File: config.mk
export PLATFORM = sky130hd
export DESIGN_NAME = mtc_div
export DESIGN_NICKNAME = d
export VERILOG_FILES = /design/src/sv/mtc_div.sv
export SDC_FILE = /design/constraint.sdc
export NUM_CORES = 2
export LEC_CHECK = 0
export BUFFER_PORTS_ARGS = -buffer_cell sky130_fd_sc_hd__buf_2
export CORE_UTILIZATION = 58
export CTS_BUF_LIST = sky130_fd_sc_hd__clkbuf_4 sky130_fd_sc_hd__clkbuf_8
export DETAILED_ROUTE_END_ITERATION = 12
export PLACE_DENSITY = 0.79
export SYNTH_ARGS = -nofsm -noshare
export SYNTH_HDL_FRONTEND = slang
export SYNTH_SLANG_ARGS = --single-unit
export TNS_END_PERCENT = 50
File: constraint.sdc
create_clock -name clk_i -period 15.3 [get_ports clk_i]
set_clock_uncertainty 0.2 [all_clocks]
set_input_delay 0 -clock clk_i [delete_from_list [all_inputs] [get_ports clk_i]]
set_output_delay 0 -clock clk_i [all_outputs]
set_load 0.02 [all_outputs]
File: src/sv/mtc_div.sv
// pipelined unsigned restoring divider, StepW quotient bits per stage
module mtc_div #(
  parameter int unsigned NumW  = 30,
  parameter int unsigned DenW  = 16,
  parameter int unsigned StepW = 3
) (
  input  logic            clk_i,
  input  logic            rst_ni,
  input  logic            valid_i,
  input  logic [NumW-1:0] num_i,
  input  logic [DenW-1:0] den_i,
  output logic            valid_o,
  output logic [NumW-1:0] quo_o
);

  localparam int unsigned Stages = (NumW + StepW - 1) / StepW;
  localparam int unsigned PadW   = Stages * StepW;

  logic            valid_q [Stages];
  logic [DenW-1:0] rem_q   [Stages];
  logic [PadW-1:0] nq_q    [Stages];
  logic [DenW-1:0] den_q   [Stages];

  for (genvar s = 0; s < Stages; s++) begin : g_stage
    logic            valid_in;
    logic [DenW-1:0] rem_in;
    logic [DenW-1:0] den_in;
    logic [PadW-1:0] nq_in;
    logic [DenW-1:0] rem_d;
    logic [PadW-1:0] nq_d;

    if (s == 0) begin : g_head
      assign valid_in = valid_i;
      assign rem_in   = '0;
      assign nq_in    = PadW'(num_i);
      assign den_in   = den_i;
    end else begin : g_body
      assign valid_in = valid_q[s-1];
      assign rem_in   = rem_q[s-1];
      assign nq_in    = nq_q[s-1];
      assign den_in   = den_q[s-1];
    end

    // numerator bits shift out at the top, quotient bits shift in at the bottom
    always_comb begin
      logic [DenW:0] trial;
      trial = '0;
      rem_d = rem_in;
      nq_d  = nq_in;
      for (int k = 0; k < StepW; k++) begin
        trial = {rem_d, nq_d[PadW-1]};
        nq_d  = {nq_d[PadW-2:0], 1'b0};
        if (trial >= {1'b0, den_in}) begin
          rem_d   = DenW'(trial - {1'b0, den_in});
          nq_d[0] = 1'b1;
        end else begin
          rem_d = trial[DenW-1:0];
        end
      end
    end

    always_ff @(posedge clk_i or negedge rst_ni) begin
      if (!rst_ni) begin
        valid_q[s] <= 1'b0;
      end else begin
        valid_q[s] <= valid_in;
      end
    end

    always_ff @(posedge clk_i) begin
      rem_q[s] <= rem_d;
      nq_q[s]  <= nq_d;
      den_q[s] <= den_in;
    end
  end

  assign valid_o = valid_q[Stages-1];
  assign quo_o   = nq_q[Stages-1][NumW-1:0];

endmodule

=== After elaboration in Yosys (flattened, before gate mapping) ===
Memory sizes are Yosys's and may differ from the RTL's.
Index checks and enable logic that the tools add are counted.

* ROM bits: 0
* Memories kept: 3
* Register bits: 10
* Memory bits (writable): 620
* Word-level logic and storage cells: 133
* Bits in latches: 0
* Output and inout bits: 31

{| class="wikitable"
|+ Memory list
! memory !! depth !! bits a word !! read ports !! clocked after Yosys merged registers in !! write ports !! RTL line !! text
|-
| nq_q || 10 || 30 || 10 || 0 || 10 || 21 || <nowiki>logic [PadW-1:0] nq_q [Stages];</nowiki>
|-
| den_q || 10 || 16 || 9 || 0 || 10 || 22 || <nowiki>logic [DenW-1:0] den_q [Stages];</nowiki>
|-
| rem_q || 10 || 16 || 9 || 0 || 10 || 20 || <nowiki>logic [DenW-1:0] rem_q [Stages];</nowiki>
|}

* Div/mod/pow operators: 0
* Shift-type cells: 0
* Order comparisons: 30
* Bitwise gates (word level): 0
* Multiplexer cells: 60
* Multiply operators: 0
* Eq/ne operators: 0
* Add/subtract/negate cells: 30
* Reduce and logical (&&, ||, !) cells: 0

{| class="wikitable"
|+ Operator list
! kind !! number
|-
| 17-bit by 16-bit >= comparator with 1-bit output || 29
|-
| 16-bit 2-to-1 mux || 30
|-
| 16-bit subtractor || 29
|-
| 1-bit 2-to-1 mux || 30
|-
| 1-bit by 16-bit >= comparator with 1-bit output || 1
|-
| 1-bit by 16-bit subtractor with 16-bit output || 1
|}

=== Longest topological paths before layout ===
An unclocked memory read counts as a cell.

* Depth after elaboration: 7
* Mapped depth: 38
* Gate-level depth less buffers: 35

=== Worst setup path before layout ===
No wires, ideal clock.

* Kind: reg-to-reg
* Start: memory den_q[0][1]
* End: memory rem_q[1][1]
* Path slack: 7,003 ps
* Cell stages (with the launch flop): 33
* Library setup time: 121 ps
* Required time: 14,979 ps
* Clock period less this slack: 8,297 ps
* Arrival: 7,977 ps
* Cells stage by stage: dfxtp_1 -> inv_1 -> ha_1 -> nor2b_1 -> o31a_1 -> o21a_1 -> o211ai_1 -> a211oi_1 -> nor2_1 -> inv_1 -> clkbuf_1 -> mux2_2 -> ha_1 -> or4_1 -> o221ai_1 -> o21ai_0 -> o41ai_1 -> a21oi_1 -> a211oi_2 -> inv_2 -> buf_2 -> a21oi_1 -> ha_1 -> nor2b_1 -> o31ai_1 -> a211oi_1 -> o31ai_1 -> o311ai_0 -> a31oi_1 -> o211ai_1 -> mux2i_1 -> clkbuf_1 -> mux2_2

{| class="wikitable"
|+ RTL lines
! what !! RTL line
|-
| start, declared || 22
|-
| end, declared || 20
|}

==> metrics.yaml <==
synth_cells: 4247
core_mm2: 0.06470
worstPathMaxFanout: 17
wl_per_cell_um: 17.40
grt_overflow_total: 0
drv_slew: 0
top_usage_layer: "met2"
placementRows: 93
worst_pin_slew_ps: 1130
pin_count: 80
drc: 0
dieArea_mm2: 0.06678
fin_nets: 5005
max_stage_delay_ps: 640
yosys_warnings: 0
yosysUniqueCellTypes: 91
cts_tree: "yes"
maxCapViolations: 0
grt_use_met2_pct: 47.73
crit_start: "den_q[0][1]"
cp_data_arrival_time_ps: 10670
hold_viol_final: 0
synth_seq_cells: 598
synth_ff_type: "dfxtp_1"
synth_edf_count: 0
timing.fmax_mhz: 97.64
slowest_stage: "nor2_1"
cts.sinks: 598
final-setup-viol-count: 0
syn2layout_area_growth_pct: 11.30
n_fill_cell: 5363
synth_top_area_cell: "dfxtp_1"
drive_above_1_share_pct: 11.74
port_buffers: 79
ant_nets: 0
min_path_type: "in2reg"
cts.repair.resized: 0
first_pass_iters: 6
rsz0062_at_grt: "false"
worst_hold_startpoint: "den_i[0]"
synth_top_area_share_pct: 30.87
crit_family: "compound AO/OA/AOI/OAI gates"
relSlewSlack_pct: 24.66
track_usage_pct: 27.65
grt_pass1_wl_um: 151000
initial_core_util_pct: 58.94
ys_async_sr_fraction_pct: 1.672
viasPerCell: 5.865
final_common_cell: "dfxtp_1"
cts_root_buffer: "clkbuf_8"
drt-initial-drc-count: 2351
chipHeight_um: 258.4
clk_latency_ps: 750
grt_use_met3_pct: 4.010
grtUsageMet1_pct: 34.23
seq_area_frac_synth_pct: 31.53
fin_crit_sh_pct: 66.94
final.setup.tns_ps: 0
syn_area_mm2: 0.03813
synth_nets: 4790
synth_area_per_cell_um2: 8.979
grt_max_degree: 34
clk_path_buf_depth: 3
critPathCaptureType: "register"
grt_pass1_vias: 30300
htree_levels: 3
via_count: 31660
clk_pin_slew_ps: 70
synthTopCellsByArea: "dfxtp_1 (31%), ha_1 (15%), mux2_2 (6.0%)"
r2r_start: "den_q[0][1]"
critPathKind: "reg2reg"
cp-start-kind: "register"
hpwlAfterDp_um: 72930
cp.required_ps: 15720
critPathBufInv: 5
cts_made_buffers: 96
timing.final.crit_period_ps: 10240
status: "completed"
die_x_um: 258.4
antenna_found_initial: 2
routed_wl_um: 93930
layout_common_cells: "dfxtp_1 (588), ha_1 (466), inv_1 (330)"
gp_congestion: 0.9486
per-layer routing:
metal,vias up,wire length (um)
met3,247,4865
met2,945,44850
met5,-,39
met4,2,3629
li1,15780,-
met1,14680,40540
cell type report:
cell class	count	area (um2)	area share [%]
Timing Repair Buffer	184	1419	3.343
Inverter	334	1254	2.954
Antenna cell	3	7.507	0.01769
Tap cell	855	1070	2.521
Clock buffer	134	1663	3.918
Clock inverter	41	419.2	0.9876
Multi-Input combinational cell	3248	24590	57.93
Sequential cell	598	12020	28.33
state kept, by name, indices dropped and copies added (netlist names):
name	count
nq_q	300
den_q	144
rem_q	144
g_stage.valid_in	9
valid_o	1
final timing paths:
| kind | end | slack [ps] | cells past startpoint |
|---|---|---|---|
| min in group asynchronous | g_stage[2].valid_in | 90 | 3 |
| max in group asynchronous | g_stage[1].valid_in | 14500 | 3 |
| worst max-delay path | rem_q[1][5] | 5060 | 31 |
| worst max register to register | rem_q[1][5] | 5060 | 31 |
| worst min register to register | nq_q[2][17] | 110 | 0 |
| worst min-delay path | rem_q[0][0] | 60 | 4 |
cell families (layout without fill, tap and decap cells):
kind of cell | after synthesis | after routing | synth area share, %
fa+ha+maj | 494 | 494 | 16.76
flops | 598 | 598 | 31.53
buf+inv | 401 | 693 | 4.039
compound gates | 1136 | 1136 | 19.59
simple gates | 1054 | 1054 | 13.52
mux | 253 | 253 | 7.425
xor+xnor | 311 | 311 | 7.143
other cells | 0 | 3 | 0
repair_timing:
action	CTS	global route
hold buffers	94	0
endpoints found under the hold margin	71	0
buffers inserted	0	0
metrics by stage:
stage | instance area [um2] | hold WS (ps) | util [%] | cells | setup slack, ps
floorplan | 38130 | -495.6 | - | 4247 | 7003
global placement | 39410 | -344.0 | 60.92 | 5125 | 5790
detailed placement | 39410 | -329.1 | 60.92 | 5125 | 5389
CTS | 42430 | 16.77 | 65.59 | 5394 | 5288
global route | 42440 | 81.40 | 65.59 | 5395 | 4295
finish | 42440 | 58.03 | 65.60 | 5397 | 5059
worst min-delay path: cells and delay by family:
kind,cells,cell delay (ps)
adders and majority gates,1,170
muxes,1,100
buffers and inverters,2,680
cell usage after synthesis, types with 88 or more instances:
cell type / count
mux2_2: 203
dfxtp_1: 588
a21oi_1: 327
inv_1: 330
o21ai_0: 230
nand2_1: 252
ha_1: 466
xor2_1: 103
a21o_1: 149
xnor2_1: 208
nor3_1: 88
nor2_1: 279
Power is not shown: default switching activity piles up to over one toggle a cycle in this logic, so the estimate is an artifact.
